<file path="src/rtl/cda_pkg.sv">
// shared types and codes for the call descriptor allocator
`timescale 1ns / 1ps
`default_nettype none

package cda_pkg;

  localparam int unsigned KIND_W   = 3;
  localparam int unsigned DESC_W   = 7;
  localparam int unsigned CORR_W   = 64;
  localparam int unsigned STATUS_W = 2;

  typedef enum logic [KIND_W-1:0] {
    KIND_RES_PLAIN = 3'd0,
    KIND_RES_CORR  = 3'd1,
    KIND_UNRESERVE = 3'd2,
    KIND_QUERY     = 3'd3,
    KIND_GET_DESC  = 3'd4,
    KIND_GET_CORR  = 3'd5
  } kind_e;

  typedef enum logic [STATUS_W-1:0] {
    ST_OK      = 2'd0,
    ST_BAD     = 2'd1,
    ST_FULL    = 2'd2,
    ST_NO_CORR = 2'd3
  } status_e;

  // control part of the request token that walks the cell chain
  typedef struct packed {
    logic  vld;
    kind_e kind;
    logic  hit;
    logic  good;
    logic  act;
    logic  idle;
  } tok_ctl_t;

endpackage

`default_nettype wire

</file>
<file path="src/rtl/cda_cell.sv">
// one table entry of the allocator chain, updated as the request token passes
`timescale 1ns / 1ps
`default_nettype none

module cda_cell #(
  parameter int unsigned IDX        = 0,
  parameter int unsigned KEY_WIDTH  = 64,
  parameter int unsigned CW         = 7,
  parameter bit          EXISTS_RST = 1'b0
) (
  input  wire logic                         clk_i,
  input  wire logic                         rst_ni,
  input  wire logic                         en_i,
  input  wire cda_pkg::tok_ctl_t            ctl_i,
  input  wire logic [cda_pkg::DESC_W-1:0]   desc_i,
  input  wire logic [KEY_WIDTH-1:0]         key_i,
  input  wire logic [CW-1:0]                rdesc_i,
  input  wire logic [KEY_WIDTH-1:0]         rcorr_i,
  output cda_pkg::tok_ctl_t                 ctl_o,
  output logic [cda_pkg::DESC_W-1:0]        desc_o,
  output logic [KEY_WIDTH-1:0]              key_o,
  output logic [CW-1:0]                     rdesc_o,
  output logic [KEY_WIDTH-1:0]              rcorr_o
);

  localparam logic [CW-1:0] MY_DESC = CW'(IDX + 1);

  logic                 exists_q, exists_d;
  logic                 active_q, active_d;
  logic [KEY_WIDTH-1:0] entry_key_q, entry_key_d;

  cda_pkg::tok_ctl_t    ctl_q, ctl_d;
  logic [cda_pkg::DESC_W-1:0] tdesc_q;
  logic [KEY_WIDTH-1:0] tkey_q;
  logic [CW-1:0]        rdesc_q, rdesc_d;
  logic [KEY_WIDTH-1:0] rcorr_q, rcorr_d;

  logic dmatch;

  assign dmatch = exists_q && (CW'(desc_i) == MY_DESC);

  always_comb begin
    exists_d    = exists_q;
    active_d    = active_q;
    entry_key_d = entry_key_q;
    ctl_d       = ctl_i;
    rdesc_d     = rdesc_i;
    rcorr_d     = rcorr_i;
    if (ctl_i.vld) begin
      case (ctl_i.kind)
        cda_pkg::KIND_RES_PLAIN, cda_pkg::KIND_RES_CORR: begin
          if (!ctl_i.hit && !(exists_q && active_q)) begin
            exists_d = 1'b1;
            active_d = 1'b1;
            if (ctl_i.kind == cda_pkg::KIND_RES_CORR) begin
              entry_key_d = key_i;
            end else if (!exists_q) begin
              entry_key_d = '0;
            end
            ctl_d.hit  = 1'b1;
            ctl_d.good = 1'b1;
            rdesc_d    = MY_DESC;
            rcorr_d    = entry_key_d;
          end
        end
        cda_pkg::KIND_UNRESERVE: begin
          if (dmatch) begin
            active_d   = 1'b0;
            ctl_d.good = 1'b1;
            rdesc_d    = MY_DESC;
            rcorr_d    = entry_key_q;
          end
        end
        cda_pkg::KIND_QUERY: begin
          if (dmatch) begin
            ctl_d.good = 1'b1;
            ctl_d.act  = active_q;
            rdesc_d    = MY_DESC;
            rcorr_d    = entry_key_q;
          end
        end
        cda_pkg::KIND_GET_DESC: begin
          if (dmatch && active_q) begin
            ctl_d.good = 1'b1;
            rdesc_d    = MY_DESC;
            rcorr_d    = entry_key_q;
          end
        end
        cda_pkg::KIND_GET_CORR: begin
          // first existing key match decides, active or not
          if (!ctl_i.hit && exists_q && (entry_key_q == key_i)) begin
            ctl_d.hit = 1'b1;
            if (active_q) begin
              ctl_d.good = 1'b1;
              rdesc_d    = MY_DESC;
              rcorr_d    = entry_key_q;
            end
          end
        end
        default: begin
        end
      endcase
      ctl_d.idle = ctl_i.idle && !(exists_d && active_d);
    end
  end

  always_ff @(posedge clk_i or negedge rst_ni) begin
    if (!rst_ni) begin
      exists_q    <= EXISTS_RST;
      active_q    <= 1'b0;
      entry_key_q <= '0;
      ctl_q       <= '0;
    end else if (en_i) begin
      exists_q    <= exists_d;
      active_q    <= active_d;
      entry_key_q <= entry_key_d;
      ctl_q       <= ctl_d;
    end
  end

  always_ff @(posedge clk_i) begin
    if (en_i) begin
      tdesc_q <= desc_i;
      tkey_q  <= key_i;
      rdesc_q <= rdesc_d;
      rcorr_q <= rcorr_d;
    end
  end

  assign ctl_o   = ctl_q;
  assign desc_o  = tdesc_q;
  assign key_o   = tkey_q;
  assign rdesc_o = rdesc_q;
  assign rcorr_o = rcorr_q;

endmodule

`default_nettype wire
</file>
<file path="config.mk">
export PLATFORM = sky130hd
export DESIGN_NAME = cda_cell
export DESIGN_NICKNAME = d
export VERILOG_FILES = /design/src/rtl/cda_pkg.sv /design/src/rtl/cda_cell.sv
export SDC_FILE = /design/constraint.sdc
export NUM_CORES = 1
export LEC_CHECK = 0
export ABC_CLOCK_PERIOD_IN_PS = 2400
export BUFFER_PORTS_ARGS = -buffer_cell sky130_fd_sc_hd__buf_4
export CORE_MARGIN = 2
export CORE_UTILIZATION = 27
export CTS_BUF_LIST = sky130_fd_sc_hd__clkbuf_8
export CTS_CLUSTER_SIZE = 12
export DETAILED_ROUTE_END_ITERATION = 6
export GPL_TIMING_DRIVEN = 0
export PLACE_DENSITY = 0.56
export SYNTH_ARGS = -nofsm -noshare
export SYNTH_HDL_FRONTEND = slang
export SYNTH_SLANG_ARGS = --single-unit
</file>
<file path="constraint.sdc">
create_clock -name clk_i -period 2.4 [get_ports clk_i]
set_clock_uncertainty 0.1 [all_clocks]
set_input_delay 0.12 -clock clk_i [delete_from_list [all_inputs] [get_ports clk_i]]
set_output_delay 0.12 -clock clk_i [all_outputs]
set_load 0.01 [all_outputs]
</file>
**After elaboration in Yosys (flattened, before gate mapping)**

Index checks and enable logic that the tools add are counted.
Widths: inputs -> output; s select.

- Bits in registers: 216
- Bits in latches: 0
- RAM bits: 0
- Memory bits (read-only): 0
- Input port bits: 153
- Output and inout port bits: 150
- Logic and storage cells: 69
- Memories: 0

- Add/subtract/negate cells: 0
- $mul: 0
- Divide/modulo/power cells: 0
- Magnitude comparators: 0
- Eq/ne operators: 7
- Shifts and indexed selects: 0
- Multiplexer cells: 33
- Bitwise logic cells: 0
- Reduce and logical (&&, ||, !) cells: 16

Operators by type and width:

| cell | count |
|---|---|
| $mux 64 | 8 |
| $pmux 64 s4 | 1 |
| $eq 64x64->1 | 1 |
| $mux 7 | 6 |
| $pmux 7 s4 | 1 |
| $mux 1 | 10 |
| $logic_and 1x1->1 | 8 |
| $eq 7x1->1 const B | 1 |
| $eq 3x2->1 const B | 2 |
| $eq 3x3->1 const B | 2 |
| $mux 2 | 3 |
| $pmux 1 s5 | 1 |
| $mux 4 | 1 |
| $pmux 1 s2 | 2 |
| $reduce_and 4->1 | 1 |
| $reduce_or 2->1 | 2 |
| $eq 3x1->1 const B | 1 |
| $logic_not 1->1 | 3 |
| $logic_not 3->1 | 1 |
| $reduce_and 2->1 | 1 |

**Depth between registers and ports, before layout**

Gate-level depths: netlist (run 1).

- Depth after elaboration: 10
- Gate-level depth with buffers: 10
- Gate-level depth less buffers: 7

**Least setup slack after synthesis (run 1)**

No wires, ideal clock.

- Path kind: reg2reg
- Start point: register exists_q
- End point: register rcorr_q[29], in the netlist rcorr_o[29], data pin
- Arrival time: 2.171 ns
- Required time: 2.025 ns
- Slack: -0.146 ns
- Stages on the path, launching flop included: 11
- Buffers on the path: 3
- Cells stage by stage: dfrtp_1 -> buf_4 -> and4bb_1 -> nand3_1 -> a311o_1 -> buf_6 -> or2_4 -> buf_6 -> a222oi_1 -> and3b_1 -> a211oi_1

- Longest elaborated chain between the ends: 6

Ends and longest elaborated chain:

| what | line | RTL |
|---|---|---|
| from (decl) | cda_cell.sv:28 | `logic exists_q, exists_d;` |
| from (signal assigned) | cda_cell.sv:114 | `exists_q <= exists_d;` |
| $logic_and 1x1->1 | cda_cell.sv:52 | `if (!ctl_i.hit && !(exists_q && active_q)) begin` |
| $logic_not 1->1 | cda_cell.sv:52 |  |
| $logic_and 1x1->1 | cda_cell.sv:52 |  |
| $mux 64 | cda_cell.sv:52 |  |
| $pmux 64 s4 * | cda_cell.sv:50 | `case (ctl_i.kind)` |
| $mux 64 * | cda_cell.sv:49 | `if (ctl_i.vld) begin` |
| named net rcorr_d[29] | cda_cell.sv:36 | `logic [KEY_WIDTH-1:0] rcorr_q, rcorr_d;` |
| to (signal assigned) | cda_cell.sv:126 | `rcorr_q <= rcorr_d;` |
| to (decl) | cda_cell.sv:36 |  |

The timed path passes the listed nets; every way through them passes the cells marked *.
A chain may end at the register's enable or synchronous reset.

**Worst setup path after layout (run 1)**

- Start point: register entry_key_q[44]
- End point: register rcorr_q[6], in the netlist rcorr_o[6], data pin

- Longest elaborated chain between the ends: 5

Ends and longest elaborated chain:

| what | line | RTL |
|---|---|---|
| from (decl) | cda_cell.sv:30 | `logic [KEY_WIDTH-1:0] entry_key_q, entry_key_d;` |
| from (signal assigned) | cda_cell.sv:116 | `entry_key_q <= entry_key_d;` |
| $eq 64x64->1 | cda_cell.sv:91 | `if (!ctl_i.hit && exists_q && (entry_key_q == key_i)) begin` |
| $logic_and 1x1->1 | cda_cell.sv:91 |  |
| $mux 64 | cda_cell.sv:91 |  |
| $pmux 64 s4 | cda_cell.sv:50 |  |
| $mux 64 | cda_cell.sv:49 |  |
| named net rcorr_d[6] | cda_cell.sv:36 |  |

The timed path passes the listed nets, and every way through them passes these cells.

==> metrics.txt, run 1 <==
Placed Cells 1723; fin nets 1597; final setup vio count 72; endpoint type of the worst setup path register; maximum number of pins on one net before global-route repair 77; type of the most critical hold path primary input to register; failing checks setup timing; final period utilization 1.19; post-synthesis sequential area ratio 0.580; DRC Markers 0; CP max stage cell dfrtp_1; leading area contributor after synthesis edfxtp_1; CTS tree yes; First DRT Iteration DRCs 850; r2r setup slk -0.47 ns; RSZ-0062 raised after global routing yes; minimum clock period ~2.9 ns; crit start category register; cell count after synthesis around 900; WL final between 40000 and 50000 um; HPWL after DPL 29700 um; vias 10200; H-tree depth 2; Peak VDD IR 419 uV; Post-synth top flop edfxtp_1; max frequency approximately 350 MHz; area of the multi-input gates 0.00496 mm2; Vias/cell 5.12; Critical Path RT 2.63 ns; worst path arrival time 3.10 ns; clock root buffer clkbuf_8; global route overflow 0; Clock Tree Buf Depth 3; Core Area about 0.039 mm2; EDFF count, synth roughly 140; register area 0.00612 mm2; Area growth, synth to finish 65.2%; status finished with violations; number of synthesized register bits 216; top cells by count, synth edfxtp_1, a21oi_1, a22o_1; IO buf count 302; crit-path max FO 10; Initial Util 0.273; Placer Congestion 0.884; worst rel slew slack 0.304; most frequent cell on the critical path nand4_1; die extent in y between 200 and 250 um; worst-skew pair later-pin latency 0.61 ns; full die area 0.0406 mm2; number of global-route vias before repair 10500; drt wl/cell 22.7 um; initial antenna violation count 4; FFs w/ async S/R, synth 0.343; TritonCTS buffer count 43; Worst-Margin Slew 1.04 ns; filler instances between 3000 and 4000; Finished Layout Cells 1997; maxcap violations 0; top-count cell post-synth edfxtp_1; Mapped Nets 1055; clk sink count roughly 220; layout cells sized above 1 0.411; synthesized area 0.0105 mm2; Synth cell types 52; Power Dens Cells about 600 mW/mm2; max-slew violations 0; YS warnings 0; Pre-antenna DRT Iters 7; leak pwr 7.03 nW; Yosys top cell area share 0.405; final hold vios 0; Die X between 200 and 250 um; critical-path cell list xnor2_2 -> nand4_1 -> nor4_4 -> and4_4 -> nand4_1 -> buf_6 -> buf_4 -> clkbuf_8 -> o21ai_1 -> a2bb2oi_1; CP bufs+invs 3; global-route wire length before repair just under 70000 um; GRT Total Usage 0.223; I/O Pins 303; Crit Path Class register to register; FP Rows 72; syn avg cell area between 10 and 15 um2; setup ws final -0.467 ns; post-route ant nets 0; Hold WS 0.0806 ns; dominant cells by area after synthesis edfxtp_1, dfrtp_1, a22o_1; crit-path leading delay family simple AND/OR/NAND/NOR gates; Clock transition at path regs about 0.060 ns; Worst path max stage delay 0.42 ns
-- cells in the final DEF, fill, tap and decap left out, types with 5 or more instances in the layout --
master / Yosys / routed
dfrtp_1: 74 / 67
clkinv_1: 0 / 11
buf_4: 1 / 331
dfrtp_2: 0 / 7
o2111ai_1: 5 / 5
clkinv_2: 0 / 8
a222oi_1: 5 / 5
nand4_1: 10 / 10
o21ai_1: 27 / 10
xnor2_2: 0 / 8
a22o_1: 86 / 86
edfxtp_1: 142 / 142
clkbuf_2: 0 / 8
buf_1: 7 / 5
a2bb2oi_2: 0 / 27
nand3_1: 39 / 39
xnor2_1: 40 / 31
a211oi_2: 0 / 5
a2bb2oi_1: 36 / 8
dlygate4sd3_1: 0 / 151
nor2b_1: 18 / 15
clkbuf_4: 0 / 9
a21oi_2: 1 / 47
and3b_1: 5 / 5
buf_12: 0 / 6
buf_8: 0 / 8
clkbuf_1: 53 / 29
nor2_1: 16 / 14
a211o_1: 36 / 36
clkbuf_8: 0 / 45
buf_6: 4 / 11
nand2b_1: 14 / 13
o21ai_4: 0 / 13
a21oi_1: 115 / 65
inv_1: 14 / 25
nand2_1: 52 / 50
o21ai_2: 0 / 19
and2_4: 0 / 6
a221o_1: 22 / 22
-- worst paths after layout --
| path | startpoint | end | cells after the start |
|---|---|---|---|
| max in group asynchronous | rst_ni | entry_key_q[37] | 2 |
| worst max-delay path | entry_key_q[44] | rcorr_o[6] | 10 |
| worst min register to register | ctl_o[4] | ctl_o[4] | 1 |
| worst min-delay path | key_i[19] | rcorr_o[19] | 6 |
| min in group asynchronous | rst_ni | entry_key_q[30] | 2 |
| worst max register to register | entry_key_q[44] | rcorr_o[6] | 10 |
-- registers in the layout, summed over array words and instances, names as in the netlist --
name         count
entry_key_q     64
exists_q         1
desc_o           7
rdesc_o          7
key_o           64
ctl_o            8
rcorr_o         64
active_q         1
-- kinds of logic (layout without fill, tap and decap cells) --
logic type / Yosys count / in the layout / synth area share
DFF: 216 / 216 / 0.580
AOI/OAI and AO/OA: 377 / 377 / 0.258
xor gates and xnor gates: 42 / 42 / 0.0349
buffers and inverters: 85 / 661 / 0.0342
muxes: 4 / 4 / 0.00416
other: 0 / 1 / 0
and+or+nand+nor: 178 / 178 / 0.0888
-- worst register-to-register path, stage by stage (launching register included) --
cell,delay [ns]
dfrtp_1,0.42
xnor2_2,0.29
nand4_1,0.29
nor4_4,0.26
and4_4,0.27
nand4_1,0.14
buf_6,0.19
buf_4,0.14
clkbuf_8,0.17
o21ai_1,0.24
a2bb2oi_1,0.10
-- power by group --
part	internal, mW	switching [mW]
Sequential	4.34	0.212
Combinational	1.13	1.10
Clock	2.01	1.73
-- metal layers --
metal,GRT usage,vias to the layer above,wire length [um]
met5,0,-,38
met4,0.0853,6,1520
met3,0.0494,108,3390
met2,0.365,446,21400
met1,0.287,5021,18900
li1,-,4646,-
-- cell type report --
cell class	instances	share of cell area
Antenna cell	1	0.000144
Tap cell	518	0.0372
Timing Repair Buffer	500	0.248
Inverter	14	0.00302
Buffer	68	0.0277
Clock buffer	43	0.0340
Clock inverter	36	0.0137
Sequential cell	216	0.352
Multi-Input combinational cell	601	0.285
-- repair_timing --
action                                  CTS  global route
pin swaps                                53            32
gates resized for setup                 204            88
endpoints found under the setup margin  133           135
buffers inserted                         21            18
hold endpoints to repair                299             0
hold buffers                            151             0
cloned                                    9             1
-- metrics by stage --
stage	setup slack [ns]	total power, mW	instance area, um2	setup TNS, ns	utilization
after CTS	-0.532	10.5	17100	-29.68	0.443
after floorplan	-0.0913	5.33	10600	-2.02	-
final	-0.467	10.5	17400	-26.67	0.451
after detailed placement	-1.32	6.34	13500	-107.57	0.351
after global placement	-1.40	6.32	13500	-153.11	0.350
after global routing	-0.530	11.0	17400	-32.03	0.451
No activity file was read; power rests on OpenSTA's default activity.
==> run 2, diff against run 1 <==
--- a/config.mk
+++ b/config.mk
@@ -8,12 +8,12 @@
 export ABC_CLOCK_PERIOD_IN_PS = 2400
 export BUFFER_PORTS_ARGS = -buffer_cell sky130_fd_sc_hd__buf_4
 export CORE_MARGIN = 2
-export CORE_UTILIZATION = 27
+export CORE_UTILIZATION = 49
 export CTS_BUF_LIST = sky130_fd_sc_hd__clkbuf_8
 export CTS_CLUSTER_SIZE = 12
 export DETAILED_ROUTE_END_ITERATION = 6
 export GPL_TIMING_DRIVEN = 0
-export PLACE_DENSITY = 0.56
+export PLACE_DENSITY = 0.86
 export SYNTH_ARGS = -nofsm -noshare
 export SYNTH_HDL_FRONTEND = slang
 export SYNTH_SLANG_ARGS = --single-unit
==> run 2 against run 1 <==
Compared with the run above:
- the run still ends with setup timing left
- critical path depth unchanged
- fmax is 1.6% lower
- hold slack worse by 0.076 ns
- register-to-register slack lost 0.05 ns
- worst setup slack lost 0.047 ns
- first-iteration DRC count rose by 60%
- die area fell by 44%
- clock power shrank 11%
- final cell count fell by 14%
- critical endpoint is now rcorr_o[36]
- highest routed layer is now met4
==> metrics.txt, run 2 (same netlist as run 1, synthesis figures left out) <==
Placer Congestion 0.919 (+4.0%); vias 10800 (+5.3%); minimum clock period 2.91 ns (+0.0474 ns); post-route ant nets 0 (unchanged); setup ws final -0.515 ns (-0.0474 ns); clk sink count 216 (unchanged); crit start category register; Peak VDD IR 446 uV (+6.5%); die extent in y 151 um (-25%); pre-CTS setup slack -0.950 ns (+0.373 ns); crit-path max FO 10 (unchanged); global-route wire length before repair 59800 um (-12%); max frequency 343 MHz (-1.6%); fin area 0.0163 mm2 (-6.3%); FP Rows 53 (-26%); Worst-Margin Slew 1.02 ns (-0.0261 ns); Vias/cell 6.26 (+22%); most common cell after layout, fill and taps aside buf_4; Area after DPL 0.0132 mm2 (-2.3%); r2r setup slk -0.51 ns (-0.05 ns); Power Dens Cells 615 mW/mm2 (+1.6%); clock root buffer clkbuf_8; worst r2r src entry_key_q[44]; P_sw 2.83 mW (-7.1%); Clock transition at path regs 0.06 ns (about the same); fin nets 1567 (-1.9%); type of the most critical hold path primary input to register; Pre-antenna DRT Iters 6 (-1); IO buf count 302 (unchanged); worst rel slew slack 0.322 (+0.0174); Final Power 10.0 mW (-4.8%); filler instances 1281 (-65%); H-tree depth 2 (unchanged); Sw Share 0.282 (-0.00692); max-slew violations 0 (unchanged); maximum number of pins on one net before global-route repair 92 (+19%); initial antenna violation count 2 (-2); Clock Tree Buf Depth 3 (unchanged); Area growth, synth to finish 54.7%; drt wl/cell 24.1 um (+6.1%); Crit Path Class register to register; worst path arrival time 3.17 ns (+0.07 ns); Finished Layout Cells 1720 (-14%); register area 0.00612 mm2 (-0.12%); final period utilization 1.21 (+0.0197); endpoint type of the worst setup path register; failing checks setup timing; leak pwr 6.74 nW (-4.2%); post-route setup TNS -28.97 ns (-2.30 ns); Placed Cells 1480 (-14%); First DRT Iteration DRCs 1358 (+60%); CTS tree yes; Die X 151 um (-25%); Initial Util 0.500 (+0.226); DRC Markers 0 (unchanged); critical path capture point rcorr_o[36]; most frequent cells in the layout buf_4, dlygate4sd3_1, edfxtp_1, a21oi_1, a22o_1; layout cells sized above 1 0.357 (-0.0538); worst-skew pair later-pin latency 0.54 ns (-0.07 ns); WL final 41400 um (-8.6%); RSZ-0062 raised after global routing yes; clock power share 0.331 (-0.025); Pint 7.20 mW (-3.9%); r2r worst-path depth 10 (unchanged); Seq pwr share 0.455 (+0.022); final setup vio count 73 (+1.4%); Critical Path RT 2.66 ns (+0.03 ns); Comb power frac 0.214 (+0.002); area of the multi-input gates 0.00460 mm2 (-7.2%); HPWL after DPL 25200 um (-15%); worst reg2reg endpoint rcorr_o[36]; I/O Pins 303 (unchanged); status finished with violations; Core Area 0.0211 mm2 (-45%); global route overflow 0 (unchanged); Critical path origin entry_key_q[44]; final hold vios 0 (unchanged); number of global-route vias before repair 10600 (+1.1%); TritonCTS buffer count 37 (-14%); maxcap violations 0 (unchanged); full die area 0.0227 mm2 (-44%); GRT Total Usage 0.351 (+0.128)
## run 2: cell count changes in the layout (fill, tap and decap cells not counted), sizes merged
cell         before  now
clkinvlp          0    1
clkinv           20   10
diode             1    2
dlygate4sd3     151  150
buf             366  350
bufinv            3    1
inv              27   26
clkbuf           94   88
## run 2: what timing repair did
item / in CTS / in global routing
buffers inserted: 14 / 4
hold endpoints to repair: 343 / 0
cloned: 2 / 0
resized for setup: 97 / 82
hold buffers: 151 / 0
setup endpoints to repair: 133 / 133
pin swaps: 31 / 30
## run 2: cell type report
cell class	count	area share
Antenna cell	2	0.000307
Buffer	70	0.0268
Clock buffer	44	0.0371
Clock inverter	24	0.00752
Inverter	14	0.00322
Multi-Input combinational cell	601	0.282
Sequential cell	216	0.375
Tap cell	275	0.0211
Timing Repair Buffer	474	0.247
## run 2: layer usage
layer / wire length [um] / vias to the layer above / track usage
met2: 19900 / 871 / 0.590
met1: 14400 / 5117 / 0.430
met4: 2230 / 0 / 0.158
met5: 0 / - / 0
li1: - / 4575 / -
met3: 4850 / 201 / 0.0864
## run 2: worst min path at each step
stage                   start          end  depth (start not counted)
floorplan              rst_ni     active_q                          0
global placement    desc_i[1]    desc_o[1]                          1
detailed placement  desc_i[1]    desc_o[1]                          1
CTS                      en_i  rcorr_o[43]                          2
global route             en_i  rcorr_o[59]                          2
finish                   en_i  rcorr_o[54]                          2
## run 2: worst max-delay path: stages, from the launching register on
cell	delay, ns
dfrtp_1	0.41
xnor2_2	0.27
nand4_1	0.29
nor4_4	0.33
and4_4	0.30
nand4_1	0.11
buf_6	0.17
clkbuf_8	0.19
buf_6	0.17
a21oi_1	0.17
a2bb2oi_1	0.23
## run 2: power by group through the flow
stage | logic [mW] | registers (mW) | clock network [mW]
3_5_place_dp | 1.69 | 4.60 | 0
4_1_cts | 2.00 | 4.53 | 3.30
2_1_floorplan | 0.643 | 4.69 | 0
5_1_grt | 2.24 | 4.60 | 3.50
3_3_place_gp | 1.65 | 4.59 | 0
6_report | 2.14 | 4.56 | 3.32
## run 2: metrics by stage
step | util | hold slack, ns
after CTS | 0.756 | 0.00668
after global placement | 0.625 | 0.206
after floorplan | - | -0.276
after detailed placement | 0.626 | 0.212
final | 0.773 | 0.00511
after global routing | 0.773 | 0.0141
==> run 3, diff against run 2 <==
--- a/config.mk
+++ b/config.mk
@@ -7,6 +7,7 @@
 export LEC_CHECK = 0
 export ABC_CLOCK_PERIOD_IN_PS = 2400
 export BUFFER_PORTS_ARGS = -buffer_cell sky130_fd_sc_hd__buf_4
+export CORE_ASPECT_RATIO = 0.7
 export CORE_MARGIN = 2
 export CORE_UTILIZATION = 49
 export CTS_BUF_LIST = sky130_fd_sc_hd__clkbuf_8
==> run 3 against run 2 <==
Compared with the run above:
- the flow finishes with violations (hold timing, setup timing)
- clock-buffer cell count shrank 5
- fmax is 1.1% lower
- via count grew 4.2%
- combinational power increased by 9%
- largest cell class unchanged
- largest power group unchanged
==> metrics.txt, run 3 (same netlist as run 1, synthesis figures left out) <==
die extent in y 127 um (-16%); Area growth, synth to finish 63.1%; worst r2r src entry_key_q[44]; max-slew violations 0 (unchanged); crit-path leading delay family simple AND/OR/NAND/NOR gates; clk sink count 216 (unchanged); Power Dens Cells 580 mW/mm2 (-5.7%); diode count 0 (-2); global-route wire length before repair 62400 um (+4.3%); leak pwr 7.02 nW (+4.2%); r2r worst-path depth 9 (-1); First DRT Iteration DRCs 1483 (+9.2%); r2r setup slk -0.55 ns (-0.03 ns); fin area 0.0172 mm2 (+5.5%); Clock transition at path regs 0.09 ns (+0.03 ns); setup ws final -0.548 ns (-0.0334 ns); WL final 46000 um (+11%); Pre-antenna DRT Iters 7 (+1); Peak VDD IR 536 uV (+20%); Crit. path cell count 9 (-1); H-tree depth 2 (unchanged); worst rel slew slack 0.253 (-0.0692); vias 11200 (+4.2%); clock root buffer clkbuf_8; Area after DPL 0.0132 mm2 (about the same); Critical Path RT 2.56 ns (-0.10 ns); CTS tree yes; worst reg2reg endpoint rcorr_o[39]; Die X 179 um (+19%); FP Rows 44 (-17%); hold_sp en_i; Core Area 0.0209 mm2 (-0.79%); max frequency 339 MHz (-1.1%); maxcap violations 0 (unchanged); maximum number of pins on one net before global-route repair 85 (-7.6%); Crit Path Class register to register; critical-path cell list xnor2_2 -> nand4_1 -> nor4_2 -> and4_1 -> nand4_1 -> buf_6 -> nor2b_4 -> buf_8 -> a221o_1; crit-path max FO 5 (-5); DRC Markers 0 (unchanged); Initial Util 0.504 (+0.00401); Clock Tree Buf Depth 3 (unchanged); WHS Endpoint key_o[41]; drt wl/cell 26.4 um (+10%); Final Power 9.97 mW (-0.52%); crit start category register; initial antenna violation count 0 (-2); final period utilization 1.23 (+0.0139); filler instances 1133 (-12%); number of global-route vias before repair 10700 (+0.94%); Placer Congestion 0.999 (+8.6%); failing checks hold timing, setup timing; full die area 0.0227 mm2 (about the same); Hold Path Depth 2 (unchanged); HPWL after DPL 26100 um (+3.4%); Hold WS -0.0228 ns (-0.0280 ns); TritonCTS buffer count 35 (-5.4%); type of the most critical hold path primary input to register; post-route ant nets 0 (unchanged); Worst path max stage delay 0.43 ns (+0.02 ns); most frequent cell on the critical path nand4_1; minimum clock period 2.95 ns (+0.0334 ns); final setup vio count 73 (unchanged); pre-CTS setup slack -1.34 ns (-0.388 ns); RSZ-0062 raised after global routing yes; CP max stage cell dfrtp_1; final hold vios 1 (+1); endpoint type of the worst setup path register; fin nets 1593 (+1.7%); worst-skew pair later-pin latency 0.54 ns (about the same); most frequent cells in the layout buf_4, dlygate4sd3_1, edfxtp_1, a22o_1, a21oi_1; global route overflow 0 (unchanged); CP bufs+invs 2 (-1); layout cells sized above 1 0.415 (+0.0581); IO buf count 302 (unchanged); I/O Pins 303 (unchanged); GRT Total Usage 0.368 (+0.0170); status finished with violations; Worst-Margin Slew 1.12 ns (+0.104 ns); worst path arrival time 3.11 ns (-0.06 ns); most common cell after layout, fill and taps aside buf_4; Vias/cell 6.44 (+2.9%)
-- run 3: where the power goes --
part / total [mW] / leakage (nW) / internal (mW) / switching, mW
Sequential: 4.59 / 2.36 / 4.34 / 0.247
Clock: 3.06 / 0.364 / 1.49 / 1.56
Combinational: 2.33 / 4.29 / 1.17 / 1.16
Total: 9.97 / 7.02 / 7.00 / 2.97
-- run 3: final cells by class --
| class | count | area, um2 | area share |
|---|---|---|---|
| Tap cell | 276 | 345 | 0.0201 |
| Inverter | 14 | 52.6 | 0.00306 |
| Multi-Input combinational cell | 601 | 5140 | 0.299 |
| Buffer | 70 | 548 | 0.0319 |
| Timing Repair Buffer | 502 | 4340 | 0.253 |
| Clock buffer | 39 | 537 | 0.0312 |
| Clock inverter | 23 | 98.8 | 0.00575 |
| Sequential cell | 216 | 6130 | 0.356 |
-- run 3: how the worst max path moves through the flow --
stage	end	slack (ns)	startpoint
2_1_floorplan	rcorr_o[15]	-0.09	exists_q
3_3_place_gp	rcorr_o[3]	-1.33	entry_key_q[19]
3_5_place_dp	rcorr_o[3]	-1.34	entry_key_q[19]
4_1_cts	rcorr_o[39]	-0.47	entry_key_q[28]
5_1_grt	rcorr_o[49]	-0.54	ctl_i[6]
6_report	rcorr_o[39]	-0.55	entry_key_q[44]
-- run 3: worst reg2reg max path: stages (launching register included) --
cell and delay, ns:
dfrtp_1 0.43, xnor2_2 0.30, nand4_1 0.29, nor4_2 0.27
and4_1 0.31, nand4_1 0.18, buf_6 0.19, nor2b_4 0.15
buf_8 0.14, a221o_1 0.35
-- run 3: stage by stage --
stage | TNS [ns] | utilization | hold slack (ns) | cells
floorplan | -2.02 | - | -0.276 | 902
global placement | -141.75 | 0.630 | 0.206 | 1480
detailed placement | -116.95 | 0.632 | 0.208 | 1481
CTS | -27.25 | 0.773 | 0.0117 | 1718
global route | -30.33 | 0.822 | 0.000359 | 1741
finish | -33.61 | 0.822 | -0.0228 | 1741
-- run 3: metal layers --
layer / wire length, um / global-route usage / vias to the layer above
met3: 6040 / 0.111 / 202
met5: 0 / 0 / -
met1: 17000 / 0.492 / 5440
met4: 1890 / 0.115 / 0
met2: 21100 / 0.579 / 952
li1: - / - / 4620
-- run 3: timing repair --
action,CTS,global route
pin swaps,29,70
resized for setup,139,181
setup endpoints to repair,137,136
gates cloned,7,4
hold buffers,154,0
setup buffers,15,19
endpoints found under the hold margin,303,0
